File: src/sv/qstp_pkg.sv
`default_nettype none

package qstp_pkg;

  localparam int COORD_W     = 32;
  localparam int QUAT_W      = 16;
  localparam int SCALE_W     = 16;
  localparam int NUM_AXES    = 3;
  localparam int QUAT_FRAC   = 28;
  localparam int SCALE_FRAC  = 12;
  localparam int MAT_FRAC    = 52 - COORD_W;
  localparam int ENTRY_SHIFT = 40 - MAT_FRAC;
  localparam int QPROD_W     = 2 * QUAT_W;
  localparam int Q_W         = QPROD_W + 2;
  localparam int RAW_W       = Q_W + SCALE_W;
  localparam int ENTRY_W     = RAW_W - ENTRY_SHIFT;
  localparam int PROD_W      = ENTRY_W + COORD_W;
  localparam int ACC_W       = PROD_W + 2;

  localparam int PT_STAGES   = 4;
  localparam int S_PROD      = PT_STAGES;
  localparam int S_ACC       = PT_STAGES + 1;
  localparam int S_OUT       = PT_STAGES + 2;
  localparam int STAGES      = PT_STAGES + 3;

  localparam int CFG_ADDR_W  = 6;
  localparam int CFG_DATA_W  = 64;
  localparam int REG_IDX_W   = 3;
  localparam int REG_LSB     = 3;

  typedef logic signed [COORD_W-1:0]  coord_t;
  typedef coord_t [NUM_AXES-1:0]      vec_t;
  typedef logic signed [QUAT_W-1:0]   quat_t;
  typedef logic signed [SCALE_W-1:0]  scale_t;
  typedef logic signed [QPROD_W-1:0]  qprod_t;
  typedef logic signed [Q_W-1:0]      q_t;
  typedef logic signed [RAW_W-1:0]    raw_t;
  typedef logic signed [ENTRY_W-1:0]  entry_t;
  typedef logic signed [PROD_W-1:0]   prod_t;
  typedef logic signed [ACC_W-1:0]    acc_t;
  typedef entry_t [NUM_AXES-1:0][NUM_AXES-1:0] mat_t;
  typedef logic [REG_IDX_W-1:0]       reg_idx_t;

  typedef struct packed {
    quat_t                     qx;
    quat_t                     qy;
    quat_t                     qz;
    quat_t                     qw;
    scale_t [NUM_AXES-1:0]     scale;
    vec_t                      offset;
  } qstp_cfg_t;

  localparam reg_idx_t REG_QUAT_X   = 3'd0;
  localparam reg_idx_t REG_QUAT_Y   = 3'd1;
  localparam reg_idx_t REG_QUAT_Z   = 3'd2;
  localparam reg_idx_t REG_QUAT_W   = 3'd3;
  localparam reg_idx_t REG_SCALE    = 3'd4;
  localparam reg_idx_t REG_OFFSET_X = 3'd5;
  localparam reg_idx_t REG_OFFSET_Y = 3'd6;
  localparam reg_idx_t REG_OFFSET_Z = 3'd7;

  localparam quat_t  QUAT_UNIT  = quat_t'(1) <<< (QUAT_W - 2);
  localparam scale_t SCALE_ONE  = scale_t'(1) <<< SCALE_FRAC;
  localparam q_t     QUAT_ONE   = q_t'(1) <<< QUAT_FRAC;
  localparam raw_t   ENTRY_HALF = raw_t'(1) <<< (ENTRY_SHIFT - 1);
  localparam acc_t   ACC_HALF   = acc_t'(1) <<< (MAT_FRAC - 1);
  localparam acc_t   COORD_HI   = (acc_t'(1) <<< (COORD_W - 1)) - acc_t'(1);
  localparam acc_t   COORD_LO   = -COORD_HI - acc_t'(1);

  localparam qstp_cfg_t CFG_RESET = '{
    qx:     '0,
    qy:     '0,
    qz:     '0,
    qw:     QUAT_UNIT,
    scale:  {SCALE_ONE, SCALE_ONE, SCALE_ONE},
    offset: '0
  };

endpackage

`default_nettype wire

File: src/sv/qstp_cfg_regs.sv
`default_nettype none

module qstp_cfg_regs (
  input  logic                                clk,
  input  logic                                rst_n,
  input  logic                                psel,
  input  logic                                penable,
  input  logic                                pwrite,
  input  logic [qstp_pkg::CFG_ADDR_W-1:0]     paddr,
  input  logic [qstp_pkg::CFG_DATA_W-1:0]     pwdata,
  output logic [qstp_pkg::CFG_DATA_W-1:0]     prdata,
  output logic                                pready,
  output qstp_pkg::qstp_cfg_t                 cfg
);

  localparam int QPAD = qstp_pkg::CFG_DATA_W - qstp_pkg::QUAT_W;
  localparam int SPAD = qstp_pkg::CFG_DATA_W - qstp_pkg::NUM_AXES * qstp_pkg::SCALE_W;
  localparam int CPAD = qstp_pkg::CFG_DATA_W - qstp_pkg::COORD_W;

  qstp_pkg::qstp_cfg_t cfg_r;
  qstp_pkg::qstp_cfg_t cfg_nxt;
  qstp_pkg::reg_idx_t  idx;
  logic                wr;

  assign idx    = paddr[qstp_pkg::REG_LSB +: qstp_pkg::REG_IDX_W];
  assign wr     = psel && penable && pwrite;
  assign pready = 1'b1;
  assign cfg    = cfg_r;

  always_comb begin
    cfg_nxt = cfg_r;
    if (wr) begin
      unique case (idx)
        qstp_pkg::REG_QUAT_X:   cfg_nxt.qx = pwdata[qstp_pkg::QUAT_W-1:0];
        qstp_pkg::REG_QUAT_Y:   cfg_nxt.qy = pwdata[qstp_pkg::QUAT_W-1:0];
        qstp_pkg::REG_QUAT_Z:   cfg_nxt.qz = pwdata[qstp_pkg::QUAT_W-1:0];
        qstp_pkg::REG_QUAT_W:   cfg_nxt.qw = pwdata[qstp_pkg::QUAT_W-1:0];
        qstp_pkg::REG_SCALE:
          cfg_nxt.scale = pwdata[qstp_pkg::NUM_AXES*qstp_pkg::SCALE_W-1:0];
        qstp_pkg::REG_OFFSET_X: cfg_nxt.offset[0] = pwdata[qstp_pkg::COORD_W-1:0];
        qstp_pkg::REG_OFFSET_Y: cfg_nxt.offset[1] = pwdata[qstp_pkg::COORD_W-1:0];
        qstp_pkg::REG_OFFSET_Z: cfg_nxt.offset[2] = pwdata[qstp_pkg::COORD_W-1:0];
      endcase
    end
  end

  always_comb begin
    unique case (idx)
      qstp_pkg::REG_QUAT_X:   prdata = {{QPAD{1'b0}}, cfg_r.qx};
      qstp_pkg::REG_QUAT_Y:   prdata = {{QPAD{1'b0}}, cfg_r.qy};
      qstp_pkg::REG_QUAT_Z:   prdata = {{QPAD{1'b0}}, cfg_r.qz};
      qstp_pkg::REG_QUAT_W:   prdata = {{QPAD{1'b0}}, cfg_r.qw};
      qstp_pkg::REG_SCALE:    prdata = {{SPAD{1'b0}}, cfg_r.scale};
      qstp_pkg::REG_OFFSET_X: prdata = {{CPAD{1'b0}}, cfg_r.offset[0]};
      qstp_pkg::REG_OFFSET_Y: prdata = {{CPAD{1'b0}}, cfg_r.offset[1]};
      qstp_pkg::REG_OFFSET_Z: prdata = {{CPAD{1'b0}}, cfg_r.offset[2]};
    endcase
  end

  always_ff @(posedge clk) begin
    if (!rst_n) begin
      cfg_r <= qstp_pkg::CFG_RESET;
    end else begin
      cfg_r <= cfg_nxt;
    end
  end

endmodule

`default_nettype wire

File: config.mk
export PLATFORM = sky130hd
export DESIGN_NAME = qstp_cfg_regs
export DESIGN_NICKNAME = d
export VERILOG_FILES = /design/src/sv/qstp_pkg.sv /design/src/sv/qstp_cfg_regs.sv
export SDC_FILE = /design/constraint.sdc
export NUM_CORES = 1
export LEC_CHECK = 0
export BUFFER_PORTS_ARGS = -buffer_cell sky130_fd_sc_hd__buf_2
export CAP_MARGIN = 20
export CORE_MARGIN = 5
export CORE_UTILIZATION = 50
export DETAILED_ROUTE_END_ITERATION = 16
export PLACE_DENSITY = 0.81
export SKIP_CTS_REPAIR_TIMING = 1
export SLEW_MARGIN = 20
export SYNTH_ARGS = -nofsm -noshare
export SYNTH_HDL_FRONTEND = slang
export SYNTH_SLANG_ARGS = --single-unit
File: constraint.sdc
create_clock -name clk -period 2.6 [get_ports clk]
set_input_delay 0.52 -clock clk [delete_from_list [all_inputs] [get_ports clk]]
set_output_delay 0.52 -clock clk [all_outputs]
set_load 0.005 [all_outputs]
# After elaboration in Yosys (flattened, before gate mapping)
# Index checks and enable logic that the tools add are counted.
totals:
  ff_bits: 208
  input_bits: 75
  out_inout_bits: 273
  word_cells: 29
classes:
  eq_ne: 7
  mux: 1
  n_reduce_logical: 11
op_table:
  columns: ["operator", "n"]
  rows:
  - ["64-bit one-hot mux with 8 select lines", 1]
  - ["2-bit AND reduction", 8]
  - ["3-bit equality test (second input constant)", 4]
  - ["3-bit by 2-bit equality test with 1-bit output (second input constant)", 2]
  - ["3-bit by 1-bit equality test with 1-bit output (second input constant)", 1]
  - ["3-bit zero test", 1]
  - ["1-bit logical AND", 2]

# Depth between registers and ports, before layout
# Gate-level depths: netlist of run 1.
logic_depth:
  word_depth: 3
  depth_mapped: 7

# Worst setup path after synthesis of run 1
# No wires, ideal clock.
synth_timing:
  kind: "input -> output"
  startpoint: "in paddr[4] (netlist name)"
  endpoint: "out prdata[10] (netlist name)"
  t_arrival_ns: 1.670
  required_ns: 2.080
  setup_slack_ns: 0.410
  stages: 6
  n_path_buf: 2
  cell_sequence: "buf_4 -> buf_2 -> mux2_2 -> a22o_1 -> a221oi_1 -> nor2_1"
synth_between:
  elab_chain_len: 2
synth_lines:
  columns: ["item", "line_no", "rtl"]
  rows:
  - ["start, declared", "qstp_cfg_regs.sv:9", "input logic [qstp_pkg::CFG_ADDR_W-1:0] paddr,"]
  - ["3-bit equality test (tied with other cells)", "qstp_cfg_regs.sv:48", "unique case (idx)"]
  - ["64-bit one-hot mux with 8 select lines *", "qstp_cfg_regs.sv:48", null]
  - ["end, declared", "qstp_cfg_regs.sv:11", "output logic [qstp_pkg::CFG_DATA_W-1:0] prdata,"]
# Every way passes the cells marked *; elsewhere a longest branch is shown, timed or not. The select of a mux whose other input is x is not followed.

# Final worst setup path of run 1
layout_timing:
  startpoint: "in paddr[4] (netlist name)"
  endpoint: "out prdata[15] (netlist name)"
# Same word-level chain as after synthesis.

==> flow_summary.ini, run 1 <==
[setup_path]
reg2reg_depth = 2
arrival_ns = 2.00
path_cells = clkbuf_4, buf_4, mux2_2, a22o_1, a221oi_1, nor2_1, buf_2
crit_start = paddr[4]
path_max_fanout = 9
path_depth = 7
crit_slowest_cell = mux2_2
critical-path-max-stage-delay_ns = 0.36
worst_setup_path_end_kind = output pin
path_class = in2out
required_ns = 2.08
critPathBufInv = 3
crit_family = buffers and inverters
r2r-start = cfg[42]$_SDFFE_PN0P_
cp-start-kind = input port

[die]
core_area_um2 = 18800
die_area_um2 = 22100
io_pins = 348
rows = 50
initial_core_util = 0.510
die_w_um = 149
die_y_um = 149

[synthesis]
ys_warn_count = 0
synth_top_cell_by_area = dfxtp_1
ys_types = 28
synth_seq_cells = 208
synth_edf_count = 0
synth_area_leaders = dfxtp_1, nand2_1, a21boi_0
async_flop_share = 0
synth.cell_area_um2 = 9600
yosysTopAreaCellShare = 0.434
synth-seq-area-share = 0.434
ys.flop_type = dfxtp_1
netlist_instances = 1157
synth_area_per_cell_um2 = 8.30

[clocking]
cts_sinks = 208
numCtsBuffers = 23
cts_buffer_depth = 3
worstSkewPairLatency_ns = 0.50
path_clk_slew_ns = 0.06
cts_tree = built
ctsHtreeMaxLevel = 1
cts_root_buf = clkbuf_16

[pwr]
power_uw = 6740
power_leakage_uw = 0.00515
clock_power_share = 0.453
comb_power_share = 0.068
switching_power_uw = 1540
pwr-share-seq = 0.479
cellInternalPower_uw = 5200
powerDensity_nw_per_um2 = 563
ir_drop_uv = 444
swShare = 0.229

[job]
drv_cap = 0

[place]
dpl_cell_area_um2 = 11200
io_buffers = 311
gp_congestion = 0.889
dp.cells = 1649
hpwl_um = 21700
place_ws_ns = -0.0773

[timing]
worst_hold_slack_ns = 0.244
min_period_over_period = 0.968
rsz0062_at_grt = no
slew_violations = 0
fin_ws_ns = 0.0839
fmax_mhz = 397
slew_headroom = 0.466
hold_viol_final = 0
period_needed_ns = 2.52
clock_skew_ns = 0
max_slew.worst_pin.slew_ns = 0.801
finalSetupViolations = 0

[global_route]
grt_overflow = 0
grt_max_degree = 89
grt_usage = 0.266
grt_pass1_vias = 8644
antenna_found_initial = 0
grt_pass1_wl_um = 47500

[route]
drt_iter0_drc = 607
ant_nets = 0
routed_via_density = 5.39
remaining_drc_errors = 0
post_drt_wl_per_cell_um = 18.2
firstDrtPassIters = 5
num_vias = 9096
routed_wl_um = 30700

[final_layout]
fin_nets = 1489
area_growth_pct = 24.8
final_cell_mix = nand2_1, buf_2, dfxtp_1
final_common_cell = nand2_1
stdcell_count = 1689
n_antenna_cell = 0
fin_area_um2 = 12000
layout-drive-gt1-share = 0.298
largest_register_ffs = 208

[outcome]
status = complete, no violations

[min_path]
hold_start = pwdata[44]
holdPathStages = 3
hp-class = in2reg
-- power groups by stage --
stage / clock (µW) / sequential [µW] / combinational, µW
floorplan: 0 / 3300 / 291
global placement: 0 / 3300 / 445
detailed placement: 0 / 3300 / 449
CTS: 3120 / 3230 / 451
global route: 3290 / 3230 / 490
finish: 3050 / 3230 / 455
-- synth_stat cells (2+ instances only) --
| master | instances |
|---|---|
| or2_1 | 2 |
| conb_1 | 2 |
| nand3_1 | 4 |
| and2_1 | 32 |
| mux2_2 | 14 |
| a22o_1 | 14 |
| clkbuf_1 | 43 |
| buf_4 | 32 |
| nor3_2 | 2 |
| inv_1 | 14 |
| a21boi_0 | 172 |
| a21oi_1 | 2 |
| a21boi_1 | 32 |
| buf_2 | 49 |
| a221oi_1 | 28 |
| mux4_2 | 18 |
| nor2_1 | 39 |
| nand2b_1 | 2 |
| nand2_1 | 419 |
| mux2i_1 | 16 |
| or2_2 | 4 |
| a211o_1 | 2 |
| or3_1 | 3 |
| dfxtp_1 | 208 |
-- per-stage QoR --
| stage | utilization | setup TNS (ns) |
|---|---|---|
| 3_3_place_gp | 0.597 | -0.263 |
| 3_5_place_dp | 0.597 | -0.694 |
| 5_1_grt | 0.636 | 0 |
| 6_report | 0.636 | 0 |
| 4_1_cts | 0.635 | -0.734 |
| 2_1_floorplan | - | 0 |
-- cell families after synthesis --
group                  count (synthesis)  synth area share
flip-flops                           208             0.434
buffers and inverters                138            0.0729
AND/OR/NAND/NOR                      511             0.216
AO/OA/AOI/OAI                        250             0.201
multiplexers                          48            0.0753
other                                  2          0.000782
-- path summary, 6_finish.rpt --
kind,endpoint,slack (ns)
hold reg to reg,cfg[128]$_SDFFE_PN0P_,0.47
setup / recovery,prdata[15],0.08
hold / removal,cfg[140]$_SDFFE_PN1P_,0.24
setup reg to reg,cfg[42]$_SDFFE_PN0P_,1.84
-- area by class of cell --
type	count	area [µm²]
fillers	1602	6860
multi-input cells	826	4820
flip-flops and latches	208	4160
repair buffers	341	1900
clock buffers	34	677
well taps	260	325
inverters	14	52.6
clock inverters	6	36.3
-- layer usage --
layer | global-route usage | vias to the layer above | routed length [µm]
met2 | 0.466 | 450 | 15400
met3 | 0.0637 | 68 | 2960
li1 | - | 4302 | -
met4 | 0.0836 | 0 | 899
met5 | 0 | - | 0
met1 | 0.322 | 4276 | 11400
-- worst min-delay path, stage by stage --
cell     delay [ns]
buf_2          0.08
nand2_1        0.04
nand3_1        0.06
Power figures use the tool's default switching activity.
==> inputs of run 2 (changes only) <==
--- a/config.mk
+++ b/config.mk
@@ -8,9 +8,8 @@
 export BUFFER_PORTS_ARGS = -buffer_cell sky130_fd_sc_hd__buf_2
 export CAP_MARGIN = 20
 export CORE_MARGIN = 5
-export CORE_UTILIZATION = 50
+export CORE_UTILIZATION = 24
 export DETAILED_ROUTE_END_ITERATION = 16
-export PLACE_DENSITY = 0.81
 export SKIP_CTS_REPAIR_TIMING = 1
 export SLEW_MARGIN = 20
 export SYNTH_ARGS = -nofsm -noshare
==> constraint.sdc (replaced) <==
create_clock -name clk -period 2.2 [get_ports clk]
set_input_delay 0.44 -clock clk [delete_from_list [all_inputs] [get_ports clk]]
set_output_delay 0.44 -clock clk [all_outputs]
set_load 0.005 [all_outputs]
==> flow_summary.ini, run 2 (synthesis gave the netlist of run 1 again) <==
[outcome]
status = complete, but fails checks
violations = setup timing

[timing]
max_slew.worst_pin.slew_ns = 0.586
fin_ws_ns = -0.0536
hold_viol_final = 0
period_needed_ns = 2.25
clock_skew_ns = 0
min_period_over_period = 1.02
slew_headroom = 0.608
fmax_mhz = 444
slew_violations = 0
finalSetupViolations = 12
rsz0062_at_grt = yes

[place]
hpwl_um = 28300
io_buffers = 311
gp_congestion = 0.838
dpl_cell_area_um2 = 11900

[route]
remaining_drc_errors = 0
post_drt_wl_per_cell_um = 19.2
num_vias = 9139
routed_via_density = 4.56
firstDrtPassIters = 5
drt_iter0_drc = 490
ant_nets = 0
routed_wl_um = 38500

[global_route]
grt_pass1_vias = 8995
grt_usage = 0.163
grt_pass1_wl_um = 56200
grt_max_degree = 70
antenna_found_initial = 4
grt_overflow = 0

[setup_path]
crit_slowest_cell = dfxtp_2
path_cells = mux2_4, a22o_1, a221oi_2, nor2_1, buf_2
crit_family = compound AO/OA/AOI/OAI gates
arrival_ns = 1.81
reg2reg_depth = 3
worst_setup_path_end_kind = output pin
critical-path-max-stage-delay_ns = 0.33
required_ns = 1.76
path_class = reg2out
path_max_fanout = 3
rrSetupSlack_ns = 1.44
critPathBufInv = 1
path_depth = 5
cp-start-kind = flip-flop

[die]
die_w_um = 210
initial_core_util = 0.242
io_pins = 348
core_area_um2 = 39600
die_area_um2 = 44100
rows = 73
die_y_um = 210

[final_layout]
largest_register_ffs = 208
fin_nets = 1535
fin_area_um2 = 13100
nFillCells = 4137
final_common_cell = nand2_1
final_util = 0.332
area_growth_pct = 36.9
final_cell_mix = nand2_1, buf_2, dfxtp_1
layout-drive-gt1-share = 0.356

[clocking]
ctsHtreeMaxLevel = 1
cts_tree = built
cts_root_buf = clkbuf_16
cts_buffer_depth = 3
cts_sinks = 208
path_clk_slew_ns = 0.07
numCtsBuffers = 25
worstSkewPairLatency_ns = 0.54

[pwr]
power_leakage_uw = 0.00558
powerDensity_nw_per_um2 = 661
ir_drop_uv = 596

[min_path]
holdPathStages = 3
hp-class = in2reg

[job]
drv_cap = 0
## run 2: changes by cell type in the layout (fill, tap and decap cells not counted), sizes merged
cell    delta
buf       +44
bufinv     +2
diode      +2
clkinv     +3
inv        +1
## run 2: tightest hold or removal path: cells and delay by family
kind          cells  cell delay [ns]
buf+inv           1             0.08
simple gates      2             0.12
## run 2: report_power, final
part	internal, µW	switching [µW]	total (µW)	leakage, µW
clock network	2530	1700	4230	0.000420
logic	271	364	635	0.00347
registers	3800	23.7	3820	0.00169
total	6590	2090	8680	0.00558
## run 2: layout make-up
cell class / instances / area (µm²) / share of cell area
inverter: 14 / 52.6 / 0.00400
clock inverter: 12 / 120 / 0.00914
sequential: 208 / 4200 / 0.319
antenna: 2 / 5.00 / 0.000381
clock buffer: 34 / 719 / 0.0547
multi-input combinational: 826 / 5010 / 0.381
tap: 525 / 657 / 0.0500
timing repair buffer: 385 / 2380 / 0.181
## run 2: worst paths after layout
kind	from	to
worst max-delay path	cfg[1]$_SDFFE_PN0P_	prdata[1]
worst min register to register	cfg[105]$_SDFFE_PN0P_	cfg[105]$_SDFFE_PN0P_
worst min-delay path	pwdata[44]	cfg[140]$_SDFFE_PN1P_
worst max register to register	cfg[11]$_SDFFE_PN0P_	cfg[11]$_SDFFE_PN0P_
## run 2: metal layers
layer  track usage  wire [µm]  vias to the layer above
met5             0         27                        -
met4        0.0547       1080                        4
met3        0.0415       2630                       56
met2         0.289      19100                      276
met1         0.192      15700                     4395
li1              -          -                     4408
## run 2: metrics by stage
stage	setup TNS, ns	hold WS [ns]	instances	setup WS (ns)	total power, µW
6_report	-0.318	0.150	2006	-0.0536	8680
5_1_grt	-1.28	0.142	2006	-0.136	9010
4_1_cts	-4.31	0.122	1987	-0.282	8760
3_5_place_dp	-3.86	0.459	1941	-0.252	4490
3_3_place_gp	-2.71	0.455	1941	-0.187	4490
2_1_floorplan	0	0.461	1172	0.170	4240
